**src/rtl/pfl_pkg.sv**
```systemverilog
// ----------------------------------------------------------------------------
// pfl_pkg
// Shared types, constants and the per-component fade step for the palette
// fade and lookup block.
// ----------------------------------------------------------------------------
package pfl_pkg;

   localparam int PAL_ENTRIES_DEF = 16;
   localparam int IDX_IN_W        = 4;
   localparam int COMP_W          = 8;
   localparam int RGB_W           = 3 * COMP_W;

   localparam logic [COMP_W-1:0] FADE_STEP_RST = 8'd16;

   // action code 3 is unused and falls to the default arm everywhere
   typedef enum logic [1:0] {
      ACT_WRITE  = 2'd0,
      ACT_FADE   = 2'd1,
      ACT_LOOKUP = 2'd2
   } action_type;

   typedef enum logic [1:0] {
      ST_IDLE    = 2'd0,
      ST_LOOK    = 2'd1,
      ST_FADE_RD = 2'd2,
      ST_FADE_WR = 2'd3
   } state_type;

   typedef struct packed {
      logic tgt_we;    // write target entry from the request beat
      logic look_rd;   // read current entry at the request index
      logic fade_rd;   // read current and target at the walk counter
      logic fade_wr;   // write faded entry back at the walk counter
      logic rsp_load;  // load the response register
      logic cnt_clr;
      logic cnt_inc;
   } cmd_type;

   typedef struct packed {
      logic cnt_last;  // walk counter is at the last entry
      logic rsp_busy;  // response register full and not taken this cycle
   } sts_type;

   // move one component toward its target, landing on it when close enough
   function automatic logic [COMP_W-1:0] approach(input logic [COMP_W-1:0] cur,
                                                   input logic [COMP_W-1:0] tgt,
                                                   input logic [COMP_W-1:0] step);
      logic [COMP_W:0] up;
      logic [COMP_W:0] lim;
      logic [COMP_W-1:0] res;
      up  = {1'b0, cur} + {1'b0, step};
      lim = {1'b0, tgt} + {1'b0, step};
      if (cur < tgt) begin
         res = (up < {1'b0, tgt}) ? up[COMP_W-1:0] : tgt;
      end else if (cur > tgt) begin
         res = ({1'b0, cur} > lim) ? (cur - step) : tgt;
      end else begin
         res = cur;
      end
      return res;
   endfunction

endpackage

```
**src/rtl/palette_fade_and_lookup.sv**
```systemverilog
// ----------------------------------------------------------------------------
// palette_fade_and_lookup
// Current/target RGB palette with fade toward target and pixel lookup.
// ----------------------------------------------------------------------------
// Request beats carry an action in req_tuser: a target write is done as the
// beat is taken and the next beat may follow at once; a lookup starts the
// registered palette read as the beat is taken, then loads the response
// register in ST_LOOK, waiting there only while an earlier response is still
// held by the sink; a fade tick walks every entry through the single read/write
// port of the current palette memory, with a read and a write-back state per
// entry. The response register lets new request beats be taken while a lookup
// result waits. No clearing pass is needed after reset: never-written entries
// read as black through per-entry valid bits. The user must write fade_step
// through csr_we/csr_wdata while the block is idle; the block does not enforce it.
// ----------------------------------------------------------------------------
module palette_fade_and_lookup import pfl_pkg::*; #(
   parameter int PALETTE_ENTRIES = PAL_ENTRIES_DEF
) (
   input  logic        clock,
   input  logic        reset,
   input  logic        req_tvalid,
   output logic        req_tready,
   input  logic [31:0] req_tdata,   // entry_index, target_red, target_green, target_blue
   input  logic [1:0]  req_tuser,   // action
   output logic        rsp_tvalid,
   input  logic        rsp_tready,
   output logic [23:0] rsp_tdata,   // red, green, blue
   input  logic        csr_we,
   input  logic [7:0]  csr_wdata    // fade_step
);

   cmd_type cmd;
   sts_type sts;

   pfl_ctrl u_ctrl (
      .clock      (clock),
      .reset      (reset),
      .req_valid  (req_tvalid),
      .req_ready  (req_tready),
      .req_action (req_tuser),
      .sts        (sts),
      .cmd        (cmd)
   );

   pfl_dpath #(
      .PALETTE_ENTRIES (PALETTE_ENTRIES)
   ) u_dpath (
      .clock           (clock),
      .reset           (reset),
      .cmd             (cmd),
      .sts             (sts),
      .req_entry_index (req_tdata[3:0]),
      .req_red         (req_tdata[11:4]),
      .req_green       (req_tdata[19:12]),
      .req_blue        (req_tdata[27:20]),
      .csr_we          (csr_we),
      .csr_wdata       (csr_wdata),
      .rsp_valid       (rsp_tvalid),
      .rsp_ready       (rsp_tready),
      .rsp_rgb         (rsp_tdata)
   );

endmodule

```
**src/rtl/pfl_dpath.sv**
```systemverilog
// ----------------------------------------------------------------------------
// pfl_dpath
// Palette memories, fade walk counter, fade step register and the response
// register.
// ----------------------------------------------------------------------------
module pfl_dpath import pfl_pkg::*; #(
   parameter int PALETTE_ENTRIES = PAL_ENTRIES_DEF
) (
   input  logic                clock,
   input  logic                reset,
   input  cmd_type             cmd,
   output sts_type             sts,
   input  logic [IDX_IN_W-1:0] req_entry_index,
   input  logic [COMP_W-1:0]   req_red,
   input  logic [COMP_W-1:0]   req_green,
   input  logic [COMP_W-1:0]   req_blue,
   input  logic                csr_we,
   input  logic [COMP_W-1:0]   csr_wdata,
   output logic                rsp_valid,
   input  logic                rsp_ready,
   output logic [RGB_W-1:0]    rsp_rgb
);

   localparam int IDX_W = (PALETTE_ENTRIES > 1) ? $clog2(PALETTE_ENTRIES) : 1;
   localparam int EXT_W = (IDX_W > IDX_IN_W) ? IDX_W : IDX_IN_W;

   logic [RGB_W-1:0]  cur_mem [PALETTE_ENTRIES];
   logic [RGB_W-1:0]  tgt_mem [PALETTE_ENTRIES];
   logic [PALETTE_ENTRIES-1:0] cur_vld_ff;
   logic [PALETTE_ENTRIES-1:0] tgt_vld_ff;

   logic [EXT_W-1:0]  req_idx_ext;
   logic [IDX_W-1:0]  req_addr;
   logic              req_in_range;
   logic [IDX_W-1:0]  cur_addr;

   logic [IDX_W-1:0]  cnt_ff, cnt_in;
   logic [COMP_W-1:0] step_ff;
   logic [RGB_W-1:0]  cur_rd_ff, tgt_rd_ff;
   logic              cur_rd_vld_ff, tgt_rd_vld_ff;
   logic              in_range_ff;
   logic [RGB_W-1:0]  cur_q, tgt_q, faded;
   logic              rsp_valid_ff, rsp_valid_in;
   logic [RGB_W-1:0]  rsp_rgb_ff;

   assign req_idx_ext  = EXT_W'(req_entry_index);
   assign req_addr     = req_idx_ext[IDX_W-1:0];
   assign req_in_range = (32'(req_entry_index) < 32'(PALETTE_ENTRIES));
   assign cur_addr     = cmd.look_rd ? req_addr : cnt_ff;

   // never-written entries read as black
   assign cur_q = cur_rd_vld_ff ? cur_rd_ff : '0;
   assign tgt_q = tgt_rd_vld_ff ? tgt_rd_ff : '0;

   always_comb begin
      for (int c = 0; c < 3; c++) begin
         faded[c*COMP_W +: COMP_W] = approach(cur_q[c*COMP_W +: COMP_W],
                                              tgt_q[c*COMP_W +: COMP_W], step_ff);
      end
   end

   always_ff @(posedge clock) begin
      if (cmd.tgt_we && req_in_range) begin
         tgt_mem[req_addr] <= {req_blue, req_green, req_red};
      end
      if (cmd.fade_rd) begin
         tgt_rd_ff     <= tgt_mem[cnt_ff];
         tgt_rd_vld_ff <= tgt_vld_ff[cnt_ff];
      end
   end

   always_ff @(posedge clock) begin
      if (cmd.fade_wr) begin
         cur_mem[cnt_ff] <= faded;
      end
      if (cmd.look_rd || cmd.fade_rd) begin
         cur_rd_ff     <= cur_mem[cur_addr];
         cur_rd_vld_ff <= cur_vld_ff[cur_addr];
      end
      if (cmd.look_rd) begin
         in_range_ff <= req_in_range;
      end
      if (cmd.rsp_load) begin
         rsp_rgb_ff <= in_range_ff ? cur_q : '0;
      end
   end

   always_comb begin
      cnt_in = cnt_ff;
      if (cmd.cnt_clr) begin
         cnt_in = '0;
      end else if (cmd.cnt_inc) begin
         cnt_in = cnt_ff + 1'b1;
      end
   end

   always_comb begin
      rsp_valid_in = rsp_valid_ff;
      if (cmd.rsp_load) begin
         rsp_valid_in = 1'b1;
      end else if (rsp_ready) begin
         rsp_valid_in = 1'b0;
      end
   end

   always_ff @(posedge clock) begin
      if (reset) begin
         cur_vld_ff   <= '0;
         tgt_vld_ff   <= '0;
         cnt_ff       <= '0;
         step_ff      <= FADE_STEP_RST;
         rsp_valid_ff <= 1'b0;
      end else begin
         if (cmd.tgt_we && req_in_range) begin
            tgt_vld_ff[req_addr] <= 1'b1;
         end
         if (cmd.fade_wr) begin
            cur_vld_ff[cnt_ff] <= 1'b1;
         end
         if (csr_we) begin
            step_ff <= csr_wdata;
         end
         cnt_ff       <= cnt_in;
         rsp_valid_ff <= rsp_valid_in;
      end
   end

   assign sts.cnt_last = (cnt_ff == IDX_W'(PALETTE_ENTRIES - 1));
   assign sts.rsp_busy = rsp_valid_ff && !rsp_ready;
   assign rsp_valid    = rsp_valid_ff;
   assign rsp_rgb      = rsp_rgb_ff;

endmodule

```
**src/rtl/pfl_ctrl.sv**
```systemverilog
// ----------------------------------------------------------------------------
// pfl_ctrl
// Sequencer: takes request beats, issues target writes, runs lookups and the
// fade walk over all palette entries.
// ----------------------------------------------------------------------------
module pfl_ctrl import pfl_pkg::*; (
   input  logic       clock,
   input  logic       reset,
   input  logic       req_valid,
   output logic       req_ready,
   input  logic [1:0] req_action,
   input  sts_type    sts,
   output cmd_type    cmd
);

   state_type state_ff, state_in;
   logic      req_acc;

   assign req_ready = (state_ff == ST_IDLE);
   assign req_acc   = req_valid && req_ready;

   always_comb begin
      state_in = state_ff;
      case (state_ff)
         ST_IDLE: begin
            if (req_acc) begin
               case (action_type'(req_action))
                  ACT_FADE:   state_in = ST_FADE_RD;
                  ACT_LOOKUP: state_in = ST_LOOK;
                  default:    state_in = ST_IDLE;
               endcase
            end
         end
         ST_LOOK: begin
            if (!sts.rsp_busy) begin
               state_in = ST_IDLE;
            end
         end
         ST_FADE_RD: state_in = ST_FADE_WR;
         ST_FADE_WR: state_in = sts.cnt_last ? ST_IDLE : ST_FADE_RD;
         default:    state_in = ST_IDLE;
      endcase
   end

   always_comb begin
      cmd = '0;
      case (state_ff)
         ST_IDLE: begin
            if (req_acc) begin
               case (action_type'(req_action))
                  ACT_WRITE:  cmd.tgt_we  = 1'b1;
                  ACT_FADE:   cmd.cnt_clr = 1'b1;
                  ACT_LOOKUP: cmd.look_rd = 1'b1;
                  default:    cmd = '0;
               endcase
            end
         end
         ST_LOOK:    cmd.rsp_load = !sts.rsp_busy;
         ST_FADE_RD: cmd.fade_rd  = 1'b1;
         ST_FADE_WR: begin
            cmd.fade_wr = 1'b1;
            cmd.cnt_inc = !sts.cnt_last;
         end
         default:    cmd = '0;
      endcase
   end

   always_ff @(posedge clock) begin
      if (reset) begin
         state_ff <= ST_IDLE;
      end else begin
         state_ff <= state_in;
      end
   end

   a_lookup_waits: assert property (@(posedge clock) disable iff (reset)
      req_acc && (req_action == ACT_LOOKUP) |=> (state_ff == ST_LOOK))
      else $error("lookup accept did not enter lookup wait");

   a_wr_after_rd: assert property (@(posedge clock) disable iff (reset)
      cmd.fade_wr |-> ($past(state_ff) == ST_FADE_RD))
      else $error("fade write-back without a preceding read");

   a_no_overwrite: assert property (@(posedge clock) disable iff (reset)
      cmd.rsp_load |-> !sts.rsp_busy)
      else $error("response register loaded while still held");

   a_fade_ends: assert property (@(posedge clock) disable iff (reset)
      (state_ff == ST_FADE_WR) && sts.cnt_last |=> (state_ff == ST_IDLE))
      else $error("fade walk did not end after last entry");

endmodule
```
**config.mk**
```make
export PLATFORM = sky130hd
export DESIGN_NAME = palette_fade_and_lookup
export DESIGN_NICKNAME = d
export VERILOG_FILES = /design/src/rtl/pfl_pkg.sv /design/src/rtl/palette_fade_and_lookup.sv /design/src/rtl/pfl_dpath.sv /design/src/rtl/pfl_ctrl.sv
export SDC_FILE = /design/constraint.sdc
export NUM_CORES = 1
export LEC_CHECK = 0
export ABC_CLOCK_PERIOD_IN_PS = 6250
export BUFFER_PORTS_ARGS = -buffer_cell sky130_fd_sc_hd__buf_2
export CORE_UTILIZATION = 25
export DETAILED_ROUTE_END_ITERATION = 6
export SLEW_MARGIN = 20
export SYNTH_ARGS = -nofsm -noshare
export SYNTH_HDL_FRONTEND = slang
export SYNTH_HIERARCHICAL = 1
export SYNTH_SLANG_ARGS = --single-unit
```
**constraint.sdc**
```tcl
create_clock -name clock -period 6.25 [get_ports clock]
set_clock_uncertainty 0.15 [all_clocks]
set_input_delay 0.3125 -clock clock [delete_from_list [all_inputs] [get_ports clock]]
set_output_delay 0.3125 -clock clock [all_outputs]
set_load 0.1 [all_outputs]
```
After elaboration in Yosys (flattened, before gate mapping)

Memories as Yosys holds them, arrays and structs flattened. A register that Yosys moved wholly into a read port is not among the register bits.
Cells that the tools add are included.

Add/subtract/negate cells: 10
Magnitude comparators: 17
Eq/ne operators: 8
Multiplexer cells: 44
Bitwise operators: 2
Reduce and logical (&&, ||, !) cells: 13

Operators with widths:

| cell                                                                  | count |
|---|---|
| 8-bit 2-to-1 mux                                                      | 12 |
| 8-bit by 8-bit adder with 9-bit output                                | 6 |
| 24-bit 2-to-1 mux                                                     | 2 |
| 16-bit bitwise OR                                                     | 2 |
| 8-bit by 9-bit greater-than comparator with 1-bit output              | 3 |
| 9-bit by 8-bit < comparator with 1-bit output                         | 3 |
| 8-bit greater-than comparator                                         | 3 |
| 8-bit < comparator                                                    | 3 |
| 8-bit subtractor                                                      | 3 |
| 4-bit by 5-bit < comparator with 1-bit output, second input constant  | 3 |
| 1-bit 2-to-1 mux                                                      | 14 |
| 1-bit binary-select mux with 4-bit select                             | 2 |
| 1-bit demux with 4-bit select                                         | 2 |
| 4-bit by 1-bit >= comparator with 1-bit output, second input constant | 2 |
| 2-bit 2-to-1 mux                                                      | 4 |
| 1-bit one-hot mux with 2 select lines                                 | 4 |
| 2-bit one-hot mux with 4 select lines                                 | 1 |
| 7-bit 2-to-1 mux                                                      | 1 |
| 2-bit == test, second input constant                                  | 3 |
| 4-bit by 1-bit adder with 4-bit output, second input constant         | 1 |
| 2-bit by 1-bit == test with 1-bit output, second input constant       | 2 |
| 4-bit == test, second input constant                                  | 1 |
| 1-bit logical AND                                                     | 4 |
| 2-bit logical NOT                                                     | 2 |
| other kinds (8)                                                       | 11 |

Register bits: 73
Memory bits (writable): 768
Input bits: 47
Output and inout port bits: 26
Logic and storage cells: 105
Memories kept: 2

Memories:

| name            | depth | width | rd ports | clocked after Yosys merged registers in | wr ports | RTL line        | RTL |
|---|---|---|---|---|---|---|---|
| u_dpath.cur_mem | 16    | 24    | 1        | 1                                       | 1        | pfl_dpath.sv:27 | `logic [RGB_W-1:0] cur_mem [PALETTE_ENTRIES];` |
| u_dpath.tgt_mem | 16    | 24    | 1        | 1                                       | 1        | pfl_dpath.sv:28 | `logic [RGB_W-1:0] tgt_mem [PALETTE_ENTRIES];` |

Logic depth before layout (Yosys ltp)

Word-level depth: 7
Mapped depth: 19
Mapped depth without buffers: 17

By module

Netlist, hierarchy kept.

By module, submodules not included:

| module    | times used | cells each | area an instance (µm²) | sequential area each (µm²) |
|---|---|---|---|---|
| pfl_dpath | 1          | 2611       | 39006.2                | 26185.1 |
| pfl_ctrl  | 1          | 19         | 161.4                  | 40.0 |

Least setup slack after synthesis

OpenSTA, ideal clock, no wires.

Kind: register to register
Start point: reg u_dpath.tgt_rd_vld_ff
End point: mem u_dpath/cur_mem[0][7] (netlist name) (data pin)
Setup time: 0.296 ns
Arrival time: 4.539 ns
Data required time: 5.804 ns
Path slack: 1.265 ns
Cell stages (with the launch flop): 19
Path buffers: 2
Period minus slack after synthesis: 4.985 ns
Cells stage by stage: edfxtp_1 > clkbuf_1 > clkbuf_1 > nand2_1 > inv_1 > ha_1 > a21o_1 > a21o_1 > maj3_1 > a21oi_1 > xor2_1 > ha_1 > and3_1 > nand3_1 > o211ai_1 > a311oi_4 > o21ai_0 > o221a_2 > mux2i_1

Longest elaborated chain between the ends: 6
Elaborated cells between the ends (all ways): 10
Those cells by class: add/sub (1); order compare (4); mux (5)

Ends and longest elaborated chain:

| element                                                  | RTL line        | RTL |
|---|---|---|
| start, declared                                          | pfl_dpath.sv:40 | `logic cur_rd_vld_ff, tgt_rd_vld_ff;` |
| start signal, assigned                                   | pfl_dpath.sv:68 | `tgt_rd_vld_ff <= tgt_vld_ff[cnt_ff];` |
| 24-bit 2-to-1 mux *                                      | pfl_dpath.sv:53 | `assign tgt_q = tgt_rd_vld_ff ? tgt_rd_ff : '0;` |
| 8-bit by 8-bit adder with 9-bit output                   | pfl_pkg.sv:52   | `lim = {1'b0, tgt} + {1'b0, step};` |
| 8-bit by 9-bit greater-than comparator with 1-bit output | pfl_pkg.sv:56   | `res = ({1'b0, cur} > lim) ? (cur - step) : tgt;` |
| 8-bit 2-to-1 mux                                         | pfl_pkg.sv:56   |  |
| 8-bit 2-to-1 mux                                         | pfl_pkg.sv:55   | `end else if (cur > tgt) begin` |
| 8-bit 2-to-1 mux *                                       | pfl_pkg.sv:53   | `if (cur < tgt) begin` |
| named net u_dpath.faded[7]                               | pfl_dpath.sv:42 | `logic [RGB_W-1:0] cur_q, tgt_q, faded;` |
| end, declared                                            | pfl_dpath.sv:27 |  |

The timed path passes the listed nets; every way through them passes the cells marked *.

Worst setup path after layout

Start point: reg u_dpath.cur_rd_vld_ff
End point: mem u_dpath/cur_mem[7][11] (netlist name) (data pin)

Longest elaborated chain between the ends: 5
Elaborated cells between the ends (all ways): 11
Those cells by class: add/sub (2); order compare (4); mux (5)

Ends and longest elaborated chain:

| element                                                                                  | RTL line                     | RTL |
|---|---|---|
| start, declared                                                                          | pfl_dpath.sv:40              |  |
| start signal, assigned                                                                   | pfl_dpath.sv:78              | `cur_rd_vld_ff <= cur_vld_ff[cur_addr];` |
| 24-bit 2-to-1 mux *                                                                      | pfl_dpath.sv:52              | `assign cur_q = cur_rd_vld_ff ? cur_rd_ff : '0;` |
| named net u_dpath.cur_q[8]                                                               | pfl_dpath.sv:42              |  |
| 8-bit by 8-bit adder with 9-bit output (tied with other cells)                           | pfl_pkg.sv:51                | `up = {1'b0, cur} + {1'b0, step};` |
| 9-bit by 8-bit < comparator with 1-bit output / 8-bit 2-to-1 mux (equally long branches) | pfl_pkg.sv:54, pfl_pkg.sv:56 |  |
| 8-bit 2-to-1 mux (on tied branches)                                                      | pfl_pkg.sv:54, pfl_pkg.sv:55 |  |
| 8-bit 2-to-1 mux *                                                                       | pfl_pkg.sv:53                |  |
| named net u_dpath.faded[11]                                                              | pfl_dpath.sv:42              |  |

Marks and branches as above.

==> flow_summary.ini <==
[status]
status = completed

[yosys]
ys_types = 68
synth_area_per_cell_um2 = 14.9
synth_edf_count = 842
syn_nets = 2822
netlist_area_um2 = 39200
synthCells = 2630
ys_ff_latch = 889
synth-seq-area-share_pct = 67.0
yosys_warnings = 6
async_flop_share_pct = 0
synthFlopType = edfxtp_1

[sta]
setup_violations = 0
final_max_slew_viol_count = 0
whs_ns = 0.0660
hold_violations = 0
relSlewSlack_pct = 22.7
fmax_ghz = 0.187
min_period_ns = 5.34
period_share_pct = 85.5
rsz0062_at_grt = no
worstMarginPinSlew_ns = 1.16
setup_ws_ns = 0.906
tns_ns = 0

[placement]
gp_congestion = 0.835
place_ws_ns = 0.837
port_buffers = 68
dp_hpwl_mm = 59.4

[hold_path]
hold_path.startpoint = req_tuser[1]
hold_class = primary input to register
hold_depth = 4
hold_path_end = u_dpath/cnt_ff[0]

[clock_network]
cts_buffer_depth = 3
clkTransAtPathRegs_ns = 0.06
ctsResizeCount = 0
cts_setup_buffers = 0
cts_tree = built
clockRootBuffer = clkbuf_16
htree_levels = 3
insertion_delay_ns = 0.67
cts_buffers = 86
cts.sinks = 889

[run]
cap_viol_max_count = 0

[worst_setup_path]
worst-setup-path-type = register to register
reg2reg_from = u_dpath/cur_rd_vld_ff
slowest_delay_ns = 0.80
cp_num_buf_inv = 3
required_ns = 6.59
reg2reg_to = u_dpath/cur_mem[7][11]
r2r_setup_slack_ns = 0.91
end_kind = register
crit_arrival_ns = 5.68
reg2reg_depth = 16
critical_path.slowest_cell = a2111oi_4
startpoint_type = register
path_cells = buf_4 -> nand2_1 -> inv_1 -> ha_1 -> fa_1 -> nor2b_1 -> o21ai_0 -> o311a_1 -> xor2_1 -> ha_1 -> o21ai_0 -> nor4_1 -> a2111oi_4 -> mux2_2 -> o21ai_1 -> buf_4
path_delay_family = compound AO/OA/AOI/OAI gates
critical_path.max_fanout = 16

[global_routing]
grt_start_max_net_pins = 125
grt-ovfl-total = 0
grt_pass1_vias = 22700
antenna_found_initial = 14
grt_pass1_wl_mm = 150
gr-usage-all-layers_pct = 12.8

[routing]
drt_iter0_drc = 2201
vias = 23100
dr.pass1.iters = 5
vias_per_cell = 4.74
detail_route.wl_per_cell_um = 21.0
drt-total-wl_mm = 103
drc_errors = 0
antenna_left = 0

[floorplan]
die-area_um2 = 158000
die_h_um = 398
initial_core_util_pct = 25.3
core_um2 = 155000
rows = 144
die_x_um = 398
io-pin-count = 73

[power]
p_leak_nw = 15.2
intPower_mw = 10.1
power_mw = 13.2
combinationalPowerShare_pct = 9.5
p_sw_share_pct = 23.5
pwr-share-seq_pct = 51.4
clkPwrFrac_pct = 39.1
vdd_drop_max_mv = 0.215
switching_power_mw = 3.09
power.density_nw_per_um2 = 289

[layout]
syn_to_final_growth_pct = 16.4
nets = 2960
drive_above_1_share_pct = 16.7
==> stage by stage <==
step                      cells  area, um^2  util, %
after global placement     4674       42300     27.3
after floorplan            2630       39200        -
final                      4884       45600     29.5
after detailed placement   4676       42300     27.3
after global routing       4883       45600     29.5
after CTS                  4880       45600     29.4
==> layout make-up <==
cell class	instances	area, um^2
Clock buffer	110	2300
Fill cell	15200	109000
Timing Repair Buffer	185	1410
Antenna cell	3	7.51
Inverter	59	221
Clock inverter	47	453
Tap cell	2044	2560
Sequential cell	889	26200
Multi-Input combinational cell	1547	12400
==> power groups by stage <==
stage / sequential, mW / clock, mW / combinational, mW
6_report: 6.76 / 5.15 / 1.25
5_1_grt: 6.76 / 5.45 / 1.36
4_1_cts: 6.76 / 5.25 / 1.25
3_5_place_dp: 6.89 / 0 / 1.21
3_3_place_gp: 6.89 / 0 / 1.20
2_1_floorplan: 6.93 / 0 / 0.727
==> state kept, by name, indices dropped and copies added, names as in the netlist <==
signal	count
u_dpath/cur_mem	384
u_dpath/tgt_mem	384
u_dpath/cur_rd_ff	24
u_dpath/rsp_rgb	24
u_dpath/tgt_rd_ff	24
u_dpath/cur_vld_ff	16
u_dpath/tgt_vld_ff	16
u_dpath/step_ff	8
u_dpath/cnt_ff	4
u_ctrl/state_ff	2
u_dpath/cur_rd_vld_ff	1
u_dpath/rsp_valid	1
u_dpath/tgt_rd_vld_ff	1
==> metal layers <==
layer  up-vias  wire (um)  global-route usage (%)
li1      10400          -                       -
met1     11800      45100                    17.6
met2       773      47300                    20.0
met3       175       7590                    2.86
met4        10       2580                    3.73
met5         -         55                       0
==> kinds of logic (layout without fill, tap and decap cells) <==
group	after synthesis	count (layout)	share of synthesized area [%]
compound gates	301	301	5.58
xor+xnor	57	57	1.27
fa+ha+maj	150	150	4.94
buf+inv	194	401	1.90
flops	889	889	67.0
mux	198	198	9.61
other cells	0	3	0
simple gates	841	841	9.74
==> cell usage after synthesis (5+ instances only) <==
| library cell | instances | area (um^2) |
|---|---|---|
| edfxtp_1 | 842 | 25300 |
| nand2_1 | 405 | 1520 |
| nand3_1 | 158 | 791 |
| mux4_2 | 141 | 3180 |
| ha_1 | 136 | 1700 |
| clkbuf_1 | 105 | 394 |
| nor2_1 | 95 | 357 |
| inv_1 | 57 | 214 |
| a21oi_1 | 50 | 250 |
| a311oi_1 | 49 | 429 |
| dfxtp_1 | 47 | 941 |
| mux2i_1 | 46 | 460 |
| o21ai_0 | 43 | 215 |
| and2_1 | 40 | 250 |
| and3_1 | 37 | 231 |
| xnor2_1 | 29 | 254 |
| a31oi_1 | 28 | 175 |
| xor2_1 | 28 | 245 |
| nor2b_1 | 26 | 163 |
| o211ai_1 | 25 | 188 |
| o21a_1 | 25 | 188 |
| nor3_1 | 21 | 105 |
| or3_1 | 18 | 113 |
| a21o_1 | 16 | 120 |
| buf_1 | 16 | 60.1 |
| buf_2 | 12 | 60.1 |
| nand4_1 | 11 | 68.8 |
| o21ai_1 | 11 | 55.1 |
| nand2b_1 | 10 | 62.6 |
| a211oi_1 | 9 | 67.6 |
| fa_1 | 9 | 180 |
| mux2_2 | 8 | 90.1 |
| a221oi_1 | 7 | 61.3 |
| o21bai_1 | 5 | 37.5 |
==> worst min-delay path, stage by stage <==
cell and delay (ns):
buf_2 0.09, nand3b_1 0.14, nor3_1 0.11, nor3_1 0.17
==> how the worst max path moves through the flow <==
stage | from | to | slack [ns] | cells after the start
2_1_floorplan | u_dpath/tgt_rd_vld_ff | u_dpath/cur_mem[0][7] | 1.27 | 18
6_report | u_dpath/cur_rd_vld_ff | u_dpath/cur_mem[7][11] | 0.91 | 16
4_1_cts | u_dpath/cur_rd_vld_ff | u_dpath/cur_mem[12][23] | 0.83 | 15
5_1_grt | u_dpath/cur_rd_vld_ff | u_dpath/cur_mem[7][4] | 0.63 | 16
3_5_place_dp | u_dpath/cur_rd_vld_ff | u_dpath/cur_mem[14][23] | 0.84 | 15
3_3_place_gp | u_dpath/cur_rd_vld_ff | u_dpath/cur_mem[13][11] | 1.01 | 16
==> placed cells by master (no fill, tap or decap), types with 25 or more instances in the layout <==
cell,count
and3_1,37
a311oi_1,49
nor2b_1,26
buf_4,65
o211ai_1,25
mux4_2,141
xnor2_1,29
mux2i_1,43
xor2_1,28
inv_1,57
buf_2,68
o21ai_0,42
ha_1,136
nor2_1,82
dfxtp_1,43
nand2_1,405
a21oi_1,50
a31oi_1,28
clkbuf_16,87
dlygate4sd3_1,47
nand3_1,158
edfxtp_1,842
==> timing repair <==
action	4_1_cts	5_1_grt
hold buffers	47	0
setup endpoints to repair	0	0
endpoints found under the hold margin	399	0
Note: power is estimated with default switching activity, not from simulation.
